`config.mk`:
```
export PLATFORM = sky130hd
export DESIGN_NAME = ook_pulse_width_decoder
export DESIGN_NICKNAME = d
export VERILOG_FILES = /design/src/rtl/ookd_pkg.sv /design/src/rtl/ookd_cfg_regs.sv /design/src/rtl/ookd_decode.sv /design/src/rtl/ookd_out_fifo.sv /design/src/rtl/ook_pulse_width_decoder.sv
export SDC_FILE = /design/constraint.sdc
export NUM_CORES = 1
export LEC_CHECK = 0
export ABC_CLOCK_PERIOD_IN_PS = 16200
export BUFFER_PORTS_ARGS = -buffer_cell sky130_fd_sc_hd__buf_2
export CORE_MARGIN = 4
export CORE_UTILIZATION = 35
export CTS_CLUSTER_SIZE = 16
export DETAILED_ROUTE_END_ITERATION = 12
export PLACE_DENSITY_LB_ADDON = 0.25
export SLEW_MARGIN = 20
export SYNTH_ARGS = -nofsm -noshare
export SYNTH_HDL_FRONTEND = slang
export SYNTH_SLANG_ARGS = --single-unit
```
`constraint.sdc`:
```
create_clock -name clk -period 16.2 [get_ports clk]
set_input_delay 0.81 -clock clk [delete_from_list [all_inputs] [get_ports clk]]
set_output_delay 0.81 -clock clk [all_outputs]
set_load 0.1 [all_outputs]
```
`src/rtl/ookd_pkg.sv`:
```
// Shared types, register codes and reset values for the OOK pulse-width decoder.
package ookd_pkg;

	localparam int ROW_LEN_DEF   = 64;
	localparam int ROW_COUNT_DEF = 8;

	localparam int OUT_DEPTH = 4;
	localparam int OUT_PTR_W = 2;
	localparam int OUT_CNT_W = 3;

	localparam logic [15:0] MIN_HIGH_RST   = 16'd200;
	localparam logic [15:0] MIN_PERIOD_RST = 16'd1000;
	localparam logic [15:0] ONE_LIMIT_RST  = 16'd1100;
	localparam logic [15:0] ILLEGAL_RST    = 16'd1200;
	localparam logic [15:0] ZERO_LIMIT_RST = 16'd3150;
	localparam logic [15:0] END_GAP_RST    = 16'd20000;

	typedef enum logic [2:0] {
		CFG_MIN_HIGH   = 3'd0,
		CFG_MIN_PERIOD = 3'd1,
		CFG_ONE_LIMIT  = 3'd2,
		CFG_ILLEGAL    = 3'd3,
		CFG_ZERO_LIMIT = 3'd4,
		CFG_END_GAP    = 3'd5
	} cfg_idx_t;

	localparam logic [1:0] SYM_ZERO = 2'd0;
	localparam logic [1:0] SYM_ONE  = 2'd1;
	localparam logic [1:0] SYM_GAP  = 2'd2;
	localparam logic [1:0] SYM_FULL = 2'd3;

	typedef struct packed {
		logic [15:0] min_high;
		logic [15:0] min_period;
		logic [15:0] one_limit;
		logic [15:0] illegal_limit;
		logic [15:0] zero_limit;
		logic [15:0] end_gap;
	} cfg_t;

	typedef struct packed {
		logic [1:0] symbol;
		logic [7:0] position;
		logic [7:0] row;
		logic       last;
	} result_t;

	// Results of one decoded event; second is only valid when first is.
	typedef struct packed {
		logic    v0;
		logic    v1;
		result_t r0;
		result_t r1;
	} push_t;

endpackage

```
`src/rtl/ookd_cfg_regs.sv`:
```
// Configuration register file of the OOK pulse-width decoder.
module ookd_cfg_regs
	import ookd_pkg::*;
(
	input  logic        clk,
	input  logic        arst_n,
	input  logic        cfg_we,
	input  logic [2:0]  cfg_index,
	input  logic [15:0] cfg_data,
	output cfg_t        cfg
);

	cfg_t cfg_q;

	always_ff @(posedge clk or negedge arst_n) begin
		if (!arst_n) begin
			cfg_q.min_high      <= MIN_HIGH_RST;
			cfg_q.min_period    <= MIN_PERIOD_RST;
			cfg_q.one_limit     <= ONE_LIMIT_RST;
			cfg_q.illegal_limit <= ILLEGAL_RST;
			cfg_q.zero_limit    <= ZERO_LIMIT_RST;
			cfg_q.end_gap       <= END_GAP_RST;
		end else if (cfg_we) begin
			case (cfg_idx_t'(cfg_index))
				CFG_MIN_HIGH:   cfg_q.min_high      <= cfg_data;
				CFG_MIN_PERIOD: cfg_q.min_period    <= cfg_data;
				CFG_ONE_LIMIT:  cfg_q.one_limit     <= cfg_data;
				CFG_ILLEGAL:    cfg_q.illegal_limit <= cfg_data;
				CFG_ZERO_LIMIT: cfg_q.zero_limit    <= cfg_data;
				CFG_END_GAP:    cfg_q.end_gap       <= cfg_data;
				default: ;
			endcase
		end
	end

	assign cfg = cfg_q;

endmodule

```
`src/rtl/ookd_decode.sv`:
```
// Edge timing state, pulse classification and row bookkeeping.
module ookd_decode
	import ookd_pkg::*;
#(
	parameter int ROW_LEN   = ROW_LEN_DEF,
	parameter int ROW_COUNT = ROW_COUNT_DEF
) (
	input  logic        clk,
	input  logic        arst_n,
	input  cfg_t        cfg,
	input  logic        fire,
	input  logic        action,
	input  logic        level,
	input  logic [15:0] stamp,
	output push_t       push
);

	localparam logic [7:0] LEN_M1 = 8'(ROW_LEN - 1);
	localparam logic [8:0] ROWS   = 9'(ROW_COUNT);

	logic        line_q, first_q;
	logic [15:0] rise_q, fall_q, high_q;
	logic [7:0]  fill_q, ptr_q;

	logic        line_n, first_n;
	logic [15:0] rise_n, fall_n, high_n;
	logic [7:0]  fill_n, ptr_n;

	logic        judge, bit_v, gap_v, last_a;
	logic [1:0]  bit_sym, sym_a, sym_g;
	logic [15:0] low_time, period;
	logic [7:0]  fc_a, row_a, fc_g, row_g, fill_mid, ptr_mid;
	logic [8:0]  inc_a, inc_g;

	always_comb begin
		line_n   = line_q;
		first_n  = first_q;
		rise_n   = rise_q;
		fall_n   = fall_q;
		high_n   = high_q;
		judge    = 1'b0;
		low_time = stamp - fall_q;
		period   = cfg.end_gap;
		if (fire) begin
			if (action) begin
				judge   = !first_q && (high_q > cfg.min_high);
				first_n = 1'b1;
			end else if (level) begin
				if (!line_q) begin
					line_n  = 1'b1;
					rise_n  = stamp;
					period  = high_q + low_time;
					judge   = !first_q && (high_q > cfg.min_high) &&
						(period > cfg.min_period);
					first_n = 1'b0;
				end
			end else if (line_q) begin
				line_n = 1'b0;
				fall_n = stamp;
				high_n = stamp - rise_q;
			end
		end

		// Width tests run in a fixed order and the first that holds wins.
		bit_v   = 1'b0;
		bit_sym = SYM_ZERO;
		if (high_q < cfg.min_high) begin
			bit_v = 1'b0;
		end else if (high_q < cfg.one_limit) begin
			bit_v   = 1'b1;
			bit_sym = SYM_ONE;
		end else if (high_q < cfg.illegal_limit) begin
			bit_v = 1'b0;
		end else if (high_q < cfg.zero_limit) begin
			bit_v   = 1'b1;
			bit_sym = SYM_ZERO;
		end
		bit_v = bit_v && judge;
		gap_v = judge && (period >= cfg.end_gap);

		// Bit symbol; a bit that fills the row turns into the full-row end.
		fc_a   = fill_q + 8'd1;
		inc_a  = {1'b0, ptr_q} + 9'd1;
		row_a  = (inc_a >= ROWS) ? 8'd0 : inc_a[7:0];
		sym_a  = (fc_a == LEN_M1) ? SYM_FULL : bit_sym;
		last_a = (sym_a == SYM_FULL);

		fill_mid = fill_q;
		ptr_mid  = ptr_q;
		if (bit_v) begin
			fill_mid = last_a ? 8'd0 : fc_a;
			ptr_mid  = last_a ? row_a : ptr_q;
		end

		// Gap symbol follows the bit, in the row left by the bit.
		fc_g  = fill_mid + 8'd1;
		inc_g = {1'b0, ptr_mid} + 9'd1;
		row_g = (inc_g >= ROWS) ? 8'd0 : inc_g[7:0];
		sym_g = (fc_g == LEN_M1) ? SYM_FULL : SYM_GAP;

		fill_n = gap_v ? 8'd0 : fill_mid;
		ptr_n  = gap_v ? row_g : ptr_mid;

		push.v0 = bit_v || gap_v;
		push.v1 = bit_v && gap_v;
		push.r1 = '{symbol: sym_g, position: fc_g, row: row_g, last: 1'b1};
		if (bit_v) begin
			push.r0 = '{symbol: sym_a, position: fc_a, row: row_a, last: last_a};
		end else begin
			push.r0 = push.r1;
		end
	end

	always_ff @(posedge clk or negedge arst_n) begin
		if (!arst_n) begin
			line_q  <= 1'b0;
			first_q <= 1'b1;
			rise_q  <= '0;
			fall_q  <= '0;
			high_q  <= '0;
			fill_q  <= '0;
			ptr_q   <= '0;
		end else begin
			line_q  <= line_n;
			first_q <= first_n;
			rise_q  <= rise_n;
			fall_q  <= fall_n;
			high_q  <= high_n;
			fill_q  <= fill_n;
			ptr_q   <= ptr_n;
		end
	end

	a_pair_order: assert property (@(posedge clk) disable iff (!arst_n)
		push.v1 |-> push.v0 && push.r1.last)
		else $error("second result without first, or not a sequence end");

	a_row_range: assert property (@(posedge clk) disable iff (!arst_n)
		{1'b0, ptr_q} < ROWS)
		else $error("row pointer beyond row count");

endmodule

```
`src/rtl/ookd_out_fifo.sv`:
```
// Four-entry result queue that takes up to two results per cycle.
module ookd_out_fifo
	import ookd_pkg::*;
(
	input  logic    clk,
	input  logic    arst_n,
	input  push_t   push,
	output logic    room,
	output logic    out_valid,
	input  logic    out_ready,
	output result_t head
);

	localparam logic [OUT_CNT_W-1:0] DEPTH = OUT_CNT_W'(OUT_DEPTH);

	result_t               mem_q [OUT_DEPTH];
	logic [OUT_PTR_W-1:0]  wp_q, rp_q;
	logic [OUT_CNT_W-1:0]  cnt_q;
	logic [OUT_CNT_W-1:0]  n_push;
	logic                  pop;

	assign n_push    = OUT_CNT_W'(push.v0) + OUT_CNT_W'(push.v1);
	assign out_valid = (cnt_q != '0);
	assign pop       = out_valid && out_ready;
	assign head      = mem_q[rp_q];
	// Room for a full pair of results regardless of this cycle's pop.
	assign room      = (cnt_q <= DEPTH - OUT_CNT_W'(2));

	always_ff @(posedge clk) begin
		if (push.v0) mem_q[wp_q] <= push.r0;
		if (push.v1) mem_q[wp_q + OUT_PTR_W'(1)] <= push.r1;
	end

	always_ff @(posedge clk or negedge arst_n) begin
		if (!arst_n) begin
			wp_q  <= '0;
			rp_q  <= '0;
			cnt_q <= '0;
		end else begin
			wp_q  <= wp_q + n_push[OUT_PTR_W-1:0];
			rp_q  <= rp_q + OUT_PTR_W'(pop);
			cnt_q <= cnt_q + n_push - OUT_CNT_W'(pop);
		end
	end

	a_no_overflow: assert property (@(posedge clk) disable iff (!arst_n)
		push.v0 |-> cnt_q + n_push <= DEPTH)
		else $error("result queue overflow");

	a_count_max: assert property (@(posedge clk) disable iff (!arst_n)
		cnt_q <= DEPTH)
		else $error("result count beyond depth");

	a_count_track: assert property (@(posedge clk) disable iff (!arst_n)
		!push.v0 && !pop |=> $stable(cnt_q))
		else $error("result count moved without push or pop");

endmodule

```
`src/rtl/ook_pulse_width_decoder.sv`:
```
// Top level of the OOK pulse-width decoder: input register, decoder and result queue.
//
// Input beats (action, level, stamp) arrive on in_valid/in_ready; each one is a
// line edge or a pulse timeout. Result beats (symbol, position, row, last) leave
// on out_valid/out_ready. Configuration registers are written through cfg_we,
// cfg_index and cfg_data; the user must write them only while the block is idle,
// which the block itself does not enforce; indexes past the list are ignored.
// An accepted beat is held in an input register, decoded from it once the queue
// has room and written into a four-entry result queue, which offers the results
// in order. One input beat is taken per cycle while the queue has room. An event
// that yields two results (a bit followed by a sequence end) sends them one at a
// time through the single output port of the queue, so that port sets the rate.
// When the receiver stalls, the queue fills; the input register decodes only
// while the queue has room for two results, and in_ready falls once it holds.
// Reset clears the line state, the row bookkeeping and the queue, and loads the
// default timing limits; no clearing pass is needed.
module ook_pulse_width_decoder
	import ookd_pkg::*;
#(
	parameter int ROW_LEN   = ROW_LEN_DEF,
	parameter int ROW_COUNT = ROW_COUNT_DEF
) (
	input  logic        clk,
	input  logic        arst_n,
	input  logic        in_valid,
	output logic        in_ready,
	input  logic        action,
	input  logic        level,
	input  logic [15:0] stamp,
	output logic        out_valid,
	input  logic        out_ready,
	output logic [1:0]  symbol,
	output logic [7:0]  position,
	output logic [7:0]  row,
	output logic        last,
	input  logic        cfg_we,
	input  logic [2:0]  cfg_index,
	input  logic [15:0] cfg_data
);

	cfg_t        cfg;
	push_t       push;
	result_t     head;
	logic        room, fire;
	logic        valid_s1, action_s1, level_s1;
	logic [15:0] stamp_s1;

	assign fire     = valid_s1 && room;
	assign in_ready = !valid_s1 || fire;

	always_ff @(posedge clk or negedge arst_n) begin
		if (!arst_n) begin
			valid_s1 <= 1'b0;
		end else if (in_ready) begin
			valid_s1 <= in_valid;
		end
	end

	always_ff @(posedge clk) begin
		if (in_ready && in_valid) begin
			action_s1 <= action;
			level_s1  <= level;
			stamp_s1  <= stamp;
		end
	end

	ookd_cfg_regs u_cfg (
		.clk       (clk),
		.arst_n    (arst_n),
		.cfg_we    (cfg_we),
		.cfg_index (cfg_index),
		.cfg_data  (cfg_data),
		.cfg       (cfg)
	);

	ookd_decode #(
		.ROW_LEN   (ROW_LEN),
		.ROW_COUNT (ROW_COUNT)
	) u_decode (
		.clk    (clk),
		.arst_n (arst_n),
		.cfg    (cfg),
		.fire   (fire),
		.action (action_s1),
		.level  (level_s1),
		.stamp  (stamp_s1),
		.push   (push)
	);

	ookd_out_fifo u_fifo (
		.clk       (clk),
		.arst_n    (arst_n),
		.push      (push),
		.room      (room),
		.out_valid (out_valid),
		.out_ready (out_ready),
		.head      (head)
	);

	assign symbol   = head.symbol;
	assign position = head.position;
	assign row      = head.row;
	assign last     = head.last;

endmodule
```
==> results of run 1 <==
[through the flow]
| step | instances | total power [mW] | utilization [%] |
|---|---|---|---|
| after floorplan | 1497 | 2.35 | - |
| after global placement | 2105 | 2.78 | 37.7 |
| after detailed placement | 2107 | 2.81 | 37.8 |
| after CTS | 2162 | 3.55 | 40.2 |
| after global routing | 2162 | 3.83 | 40.2 |
| final | 2162 | 3.51 | 40.2 |
[placed cells by master (no fill, tap or decap), types with 14 or more instances in the layout]
cell       Yosys  routed
dfstp_2       29      29
xnor2_1       35      35
conb_1         1      20
a21o_1        18      18
clkbuf_16      0      31
nor3_1        18      16
nand2b_1      14      14
ha_1         139     139
mux2_2        51      51
o22ai_1       42      42
dfrtp_1      141     141
nor2_1        60      60
nand3_1       24      24
edfxtp_1      86      86
nand2_1      171     171
o21ai_0      141     141
a21oi_1       51      51
inv_1        192     192
fa_1          17      17
mux4_2        18      18
buf_2          1      61
[power by group]
part | switching [mW] | internal (mW)
Combinational | 1.12 | 0.711
Clock | 0.277 | 0.436
Sequential | 0.132 | 0.832
Total | 1.53 | 1.98
[worst register-to-register path: cells and delay by family, from the launching register on]
kind                     cells  cell delay [ps]
AO/OA/AOI/OAI               12             2390
flip-flops                   1              460
adder cells (fa/ha/maj)      4             1400
multiplexers                 2              750
buffers and inverters        2              150
AND/OR/NAND/NOR              9             2260
XOR/XNOR                     1              190
[layout make-up]
class                      instances  area, um^2
fill                            4278       25700
multi-input combinational        995        7400
sequential                       260        6950
clock buffer                      36         815
tap                              585         732
inverter                         193         724
timing repair buffer              74         414
clock inverter                    19         229
[how the worst max path moves through the flow]
stage / from / cells after the start / endpoint / slack (ps)
2_1_floorplan: u_decode.high_q[2]$_DFFE_PN0P_ / 28 / u_fifo.mem_q[1][10]$_DFFE_PP_ / 9210
3_3_place_gp: u_decode.high_q[2]$_DFFE_PN0P_ / 26 / u_fifo.mem_q[1][12]$_DFFE_PP_ / 8670
3_5_place_dp: u_decode.high_q[2]$_DFFE_PN0P_ / 26 / u_fifo.mem_q[1][6]$_DFFE_PP_ / 8470
4_1_cts: u_decode.high_q[2]$_DFFE_PN0P_ / 26 / u_fifo.mem_q[1][17]$_DFFE_PP_ / 8440
5_1_grt: u_decode.high_q[1]$_DFFE_PN0P_ / 27 / u_fifo.mem_q[1][17]$_DFFE_PP_ / 7770
6_report: u_decode.high_q[2]$_DFFE_PN0P_ / 30 / u_fifo.mem_q[0][2]$_DFFE_PP_ / 8460
[logic make-up (layout without fill, tap and decap cells)]
group / after synthesis / after routing / share of synthesized area [%]
buffers and inverters: 242 / 322 / 6.04
XOR/XNOR: 48 / 48 / 2.82
AND/OR/NAND/NOR: 376 / 376 / 11.9
AO/OA/AOI/OAI: 324 / 324 / 13.1
flip-flops: 260 / 260 / 45.8
other: 1 / 20 / 0.0247
multiplexers: 71 / 71 / 6.58
adder cells (fa/ha/maj): 156 / 156 / 13.7
[per-layer routing]
metal	vias to the layer above	track usage, %	share of wire (%)
met3	51	2.38	3.9
li1	5298	-	-
met5	-	0	0
met4	0	3.76	2.3
met1	5153	22.2	49
met2	199	25.0	45
[state kept, by name, summed over array words and instances, names as in the netlist]
register,flops
action_s1,1
level_s1,1
stamp_s1,16
u_cfg.cfg,96
u_decode.fall_q,16
u_decode.fill_q,8
u_decode.first_q,1
u_decode.high_q,16
u_decode.line_q,1
u_decode.ptr_q,8
u_decode.rise_q,16
u_fifo.cnt_q,3
u_fifo.mem_q,72
u_fifo.rp_q,2
u_fifo.wp_q,2
valid_s1,1
==> impl_metrics.env, run 1 <==
export IMPL_path_clk_slew_ps=60
export IMPL_rrSetupSlack_ps=8460
export IMPL_design_area_um2=17300
export IMPL_hp_class="in -> async"
export IMPL_synth_seq_cells=260
export IMPL_seq_area_frac_synth_pct=45.8
export IMPL_drc_errors=0
export IMPL_startpoint_type="register"
export IMPL_finalWorstPathRequiredPeriod_ps=7740
export IMPL_cp_max_fo=8
export IMPL_die_area_um2=46800
export IMPL_place_gp_congestion=0.882
export IMPL_final_hold_violation_count=0
export IMPL_post_cts_resized=0
export IMPL_postSynthAreaPerCell_um2=10.3
export IMPL_cts_setup_buffers=0
export IMPL_worst_r2r_path_depth=30
export IMPL_rr_endpoint="u_fifo.mem_q[0][2]$_DFFE_PP_"
export IMPL_chipHeight_um=216
export IMPL_grt_pass1_vias=10900
export IMPL_rsz0062_at_grt="false"
export IMPL_numCtsBuffers=30
export IMPL_diodes=0
export IMPL_cts_tree="done"
export IMPL_yosysTopAreaCell="dfrtp_1"
export IMPL_synth_cell_types=82
export IMPL_clkLatencyLatePin_ps=560
export IMPL_cts_root_buffer_cell="clkbuf_16"
export IMPL_cpPeakStageDelay_ps=740
export IMPL_cp_end_kind="register"
export IMPL_synth_common_cells="inv_1, nand2_1, dfrtp_1, o21ai_0, ha_1"
export IMPL_antenna_found_initial=0
export IMPL_fin_crit_sh_pct=47.8
export IMPL_finClkSkew_ps=8.16
export IMPL_placementRows=76
export IMPL_cellPowerDensity_nw_per_um2=203
export IMPL_holdWs_ps=349
export IMPL_grt_pass1_wl_um=58900
export IMPL_setup_viol_count_final=0
export IMPL_grt_max_degree=98
export IMPL_syn_inst=1478
export IMPL_cts_max_path_buffers=3
export IMPL_ios=63
export IMPL_yosys_top_cells_area="dfrtp_1, edfxtp_1, ha_1"
export IMPL_slowest_stage="nor3_1"
export IMPL_drive_gt1_share_pct=15.6
export IMPL_vias=10700
export IMPL_vdd_drop_max_mv=0.123
export IMPL_dpl_cell_area_um2=16200
export IMPL_synth_edf_count=86
export IMPL_worstPathRequired_ps=16590
export IMPL_firstDrtPassIters=5
export IMPL_avgViaCountPerCell=4.95
export IMPL_slew_headroom_pct=28.7
export IMPL_cts_sinks=260
export IMPL_synthArstFlopShare_pct=65.4
export IMPL_dp_slack_ps=8470
export IMPL_wl_um=35900
export IMPL_r2r_start="u_decode.high_q[2]$_DFFE_PN0P_"
export IMPL_slew_violations=0
export IMPL_finalSetupTns_ps=0
export IMPL_outcome="completed"
export IMPL_chipWidth_um=216
export IMPL_yosysWarnings=0
export IMPL_hpwl_um=26600
export IMPL_drt_initial_drc_count=568
export IMPL_wl_per_cell_um=16.6
export IMPL_p_leak_nw=7.52
export IMPL_setup_ws_ps=8460
export IMPL_cpMostUsedCell="o21ai_0"
export IMPL_critPathKind="reg -> reg"
export IMPL_syn_to_final_growth_pct=13.8
export IMPL_grt_overflow_total=0
export IMPL_ctsHtreeMaxLevel=1
export IMPL_nets=1752
export IMPL_postCtsHoldBufs=0
export IMPL_crit_buf_inv=2
export IMPL_max_freq_mhz=129
export IMPL_crit_family="compound AO/OA/AOI/OAI gates"
export IMPL_grtUsageTotal_pct=15.6
export IMPL_placeableCoreArea_um2=43000
export IMPL_cp_data_arrival_time_ps=8130
export IMPL_yosys_area_top_type_share_pct=23.2
export IMPL_drtAntennaViolNets=0
export IMPL_port_buffers=62
export IMPL_yosys_cell_count_top_type="inv_1"
export IMPL_drv_cap=0
export IMPL_initial_core_util_pct=35.3
export IMPL_netlist_area_um2=15200
export IMPL_worst_pin_slew_ps=1060
export IMPL_synth_flop_cell="dfrtp_1"
(Power assumes the default switching activity.)
==> run 2: changes to the inputs <==
Settings changed: ABC_CLOCK_PERIOD_IN_PS 16200 to 6900.
Clock period 16.2 ns to 6.9 ns, I/O delays scaled along.
==> run 2 against run 1 <==
Net effect:
- global-route usage shrank 0.33 points
- register-to-register slack worse by 8000 ps
- design area is 2.4% higher
- largest power group unchanged
- critical endpoint unchanged
- non-clock buffer count is 47 higher
- maximum frequency is 21% higher
- critical path type unchanged
- die area is the same
==> impl_metrics.env, run 2 (synthesis results as in run 1) <==
export IMPL_cts_tree="done"
export IMPL_ctsHtreeMaxLevel=1
export IMPL_slew_violations=0
export IMPL_holdWs_ps=55.5
export IMPL_grt_overflow_total=0
export IMPL_placed_cells=2133
export IMPL_placeableCoreArea_um2=43000
export IMPL_path_clk_slew_ps=60
export IMPL_final_common_cell="inv_1"
export IMPL_r2r_start="stamp_s1[1]$_DFFE_PP_"
export IMPL_worst_pin_slew_ps=1090
export IMPL_finalWorstPathRequiredPeriod_ps=6410
export IMPL_cellPowerDensity_nw_per_um2=466
export IMPL_chipWidth_um=216
export IMPL_nets=1800
export IMPL_diodes=0
export IMPL_rr_endpoint="u_fifo.mem_q[0][2]$_DFFE_PP_"
export IMPL_power_mw=8.23
export IMPL_cp_max_fo=6
export IMPL_stdcell_count=2210
export IMPL_cts_setup_buffers=0
export IMPL_dpl_cell_area_um2=16500
export IMPL_setup_viol_count_final=0
export IMPL_mostFrequentLayoutCells="inv_1, nand2_1, dfrtp_1"
export IMPL_place_gp_congestion=0.862
export IMPL_drive_gt1_share_pct=17.3
export IMPL_slew_headroom_pct=26.9
export IMPL_drc_errors=0
export IMPL_numCtsBuffers=31
export IMPL_finClkSkew_ps=20.3
export IMPL_rrSetupSlack_ps=490
export IMPL_hpwl_um=26300
export IMPL_grt_pass1_vias=10800
export IMPL_drt_initial_drc_count=615
export IMPL_wl_um=35500
export IMPL_largest_reg_flops=96
export IMPL_grt_max_degree=65
export IMPL_vdd_drop_max_mv=0.272
export IMPL_holdPathStages=3
export IMPL_die_area_um2=46800
export IMPL_avgViaCountPerCell=4.93
export IMPL_finalSetupTns_ps=0
export IMPL_crit_family="compound AO/OA/AOI/OAI gates"
export IMPL_wl_per_cell_um=16.0
export IMPL_drv_cap=0
export IMPL_placementRows=76
export IMPL_hp_start="cfg_data[2]"
export IMPL_fin_crit_sh_pct=92.9
export IMPL_cp_end_kind="register"
export IMPL_critPathKind="reg -> reg"
export IMPL_cts_max_path_buffers=3
export IMPL_drtAntennaViolNets=0
export IMPL_design_area_um2=17700
export IMPL_worstPathRequired_ps=7330
export IMPL_outcome="completed"
export IMPL_startpoint_type="register"
export IMPL_p_leak_nw=7.73
export IMPL_antenna_found_initial=0
export IMPL_max_freq_mhz=156
export IMPL_cts_root_buffer_cell="clkbuf_16"
export IMPL_hp_class="in -> reg"
export IMPL_port_buffers=62
export IMPL_final_hold_violation_count=0
export IMPL_cp_data_arrival_time_ps=6840
export IMPL_cts_sinks=260
export IMPL_ios=63
export IMPL_cpPeakStageDelay_ps=600
export IMPL_chipHeight_um=216
export IMPL_min_to="u_cfg.cfg[18]$_DFFE_PN1P_"
export IMPL_grtUsageTotal_pct=15.2
export IMPL_initial_core_util_pct=35.3
export IMPL_slowest_stage="fa_1"
export IMPL_worst_r2r_path_depth=31
export IMPL_syn_to_final_growth_pct=16.5
export IMPL_clkLatencyLatePin_ps=580
export IMPL_cpMostUsedCell="o21ai_0"
export IMPL_grt_pass1_wl_um=58100
export IMPL_crit_buf_inv=2
export IMPL_vias=10900
export IMPL_firstDrtPassIters=5
[run 2: changes by cell type in the layout (fill, tap and decap cells not counted), moves of 3 or more]
| cell | previous run | this run |
|---|---|---|
| buf_12 | 0 | 3 |
| clkinv_2 | 3 | 10 |
| o21ai_0 | 141 | 137 |
| bufinv_16 | 5 | 2 |
| buf_4 | 10 | 35 |
| dlygate4sd3_1 | 0 | 20 |
| o21ai_1 | 2 | 6 |
[run 2: repair_timing]
item | in CTS | in global routing
endpoints found under the hold margin | 63 | 0
hold buffers | 20 | 0
resized for setup | 0 | 12
endpoints found under the setup margin | 0 | 123
[run 2: how the worst max path moves through the flow]
| stage | end | depth (start not counted) | start |
|---|---|---|---|
| detailed placement | u_fifo.mem_q[0][3]$_DFFE_PP_ | 33 | stamp_s1[1]$_DFFE_PP_ |
| global placement | u_fifo.mem_q[0][2]$_DFFE_PP_ | 34 | stamp_s1[1]$_DFFE_PP_ |
| CTS | u_fifo.mem_q[0][3]$_DFFE_PP_ | 33 | stamp_s1[1]$_DFFE_PP_ |
| finish | u_fifo.mem_q[0][2]$_DFFE_PP_ | 31 | stamp_s1[1]$_DFFE_PP_ |
| floorplan | u_fifo.mem_q[1][10]$_DFFE_PP_ | 28 | u_decode.high_q[2]$_DFFE_PN0P_ |
| global route | u_fifo.mem_q[0][2]$_DFFE_PP_ | 31 | stamp_s1[1]$_DFFE_PP_ |
[run 2: area by class of cell]
class                      count  area [um^2]
sequential                   260         6950
clock inverter                19          160
tap                          585          732
clock buffer                  37          808
fill                        4229        25300
inverter                     193          724
multi-input combinational    995         7450
timing repair buffer         121          851
[run 2: per-layer routing]
| layer | track usage, % | routed length, um | share of wire, % | up-vias |
|---|---|---|---|---|
| met3 | 2.02 | 1300 | 3.7 | 47 |
| li1 | - | - | - | 5413 |
| met2 | 25.0 | 16300 | 46 | 178 |
| met5 | 0 | 0 | 0 | - |
| met1 | 21.7 | 17200 | 48 | 5254 |
| met4 | 3.29 | 696 | 2.0 | 0 |
[run 2: tightest hold or removal path, cell delays in order]
cell and delay [ps]:
buf_2 140, nand2_1 60, o21ai_0 70
[run 2: metrics by stage]
step                      setup WS, ps  utilization, %
after detailed placement          68.5            38.3
after floorplan                   88.0               -
after global routing             -5.50            41.1
after global placement             260            38.3
final                              492            41.1
after CTS                         64.9            41.0
[run 2: report_power, final]
part / internal, mW / switching [mW] / total [mW]
Sequential: 1.95 / 0.289 / 2.24
Combinational: 1.73 / 2.70 / 4.43
Clock: 0.908 / 0.656 / 1.56
Total: 4.59 / 3.65 / 8.23
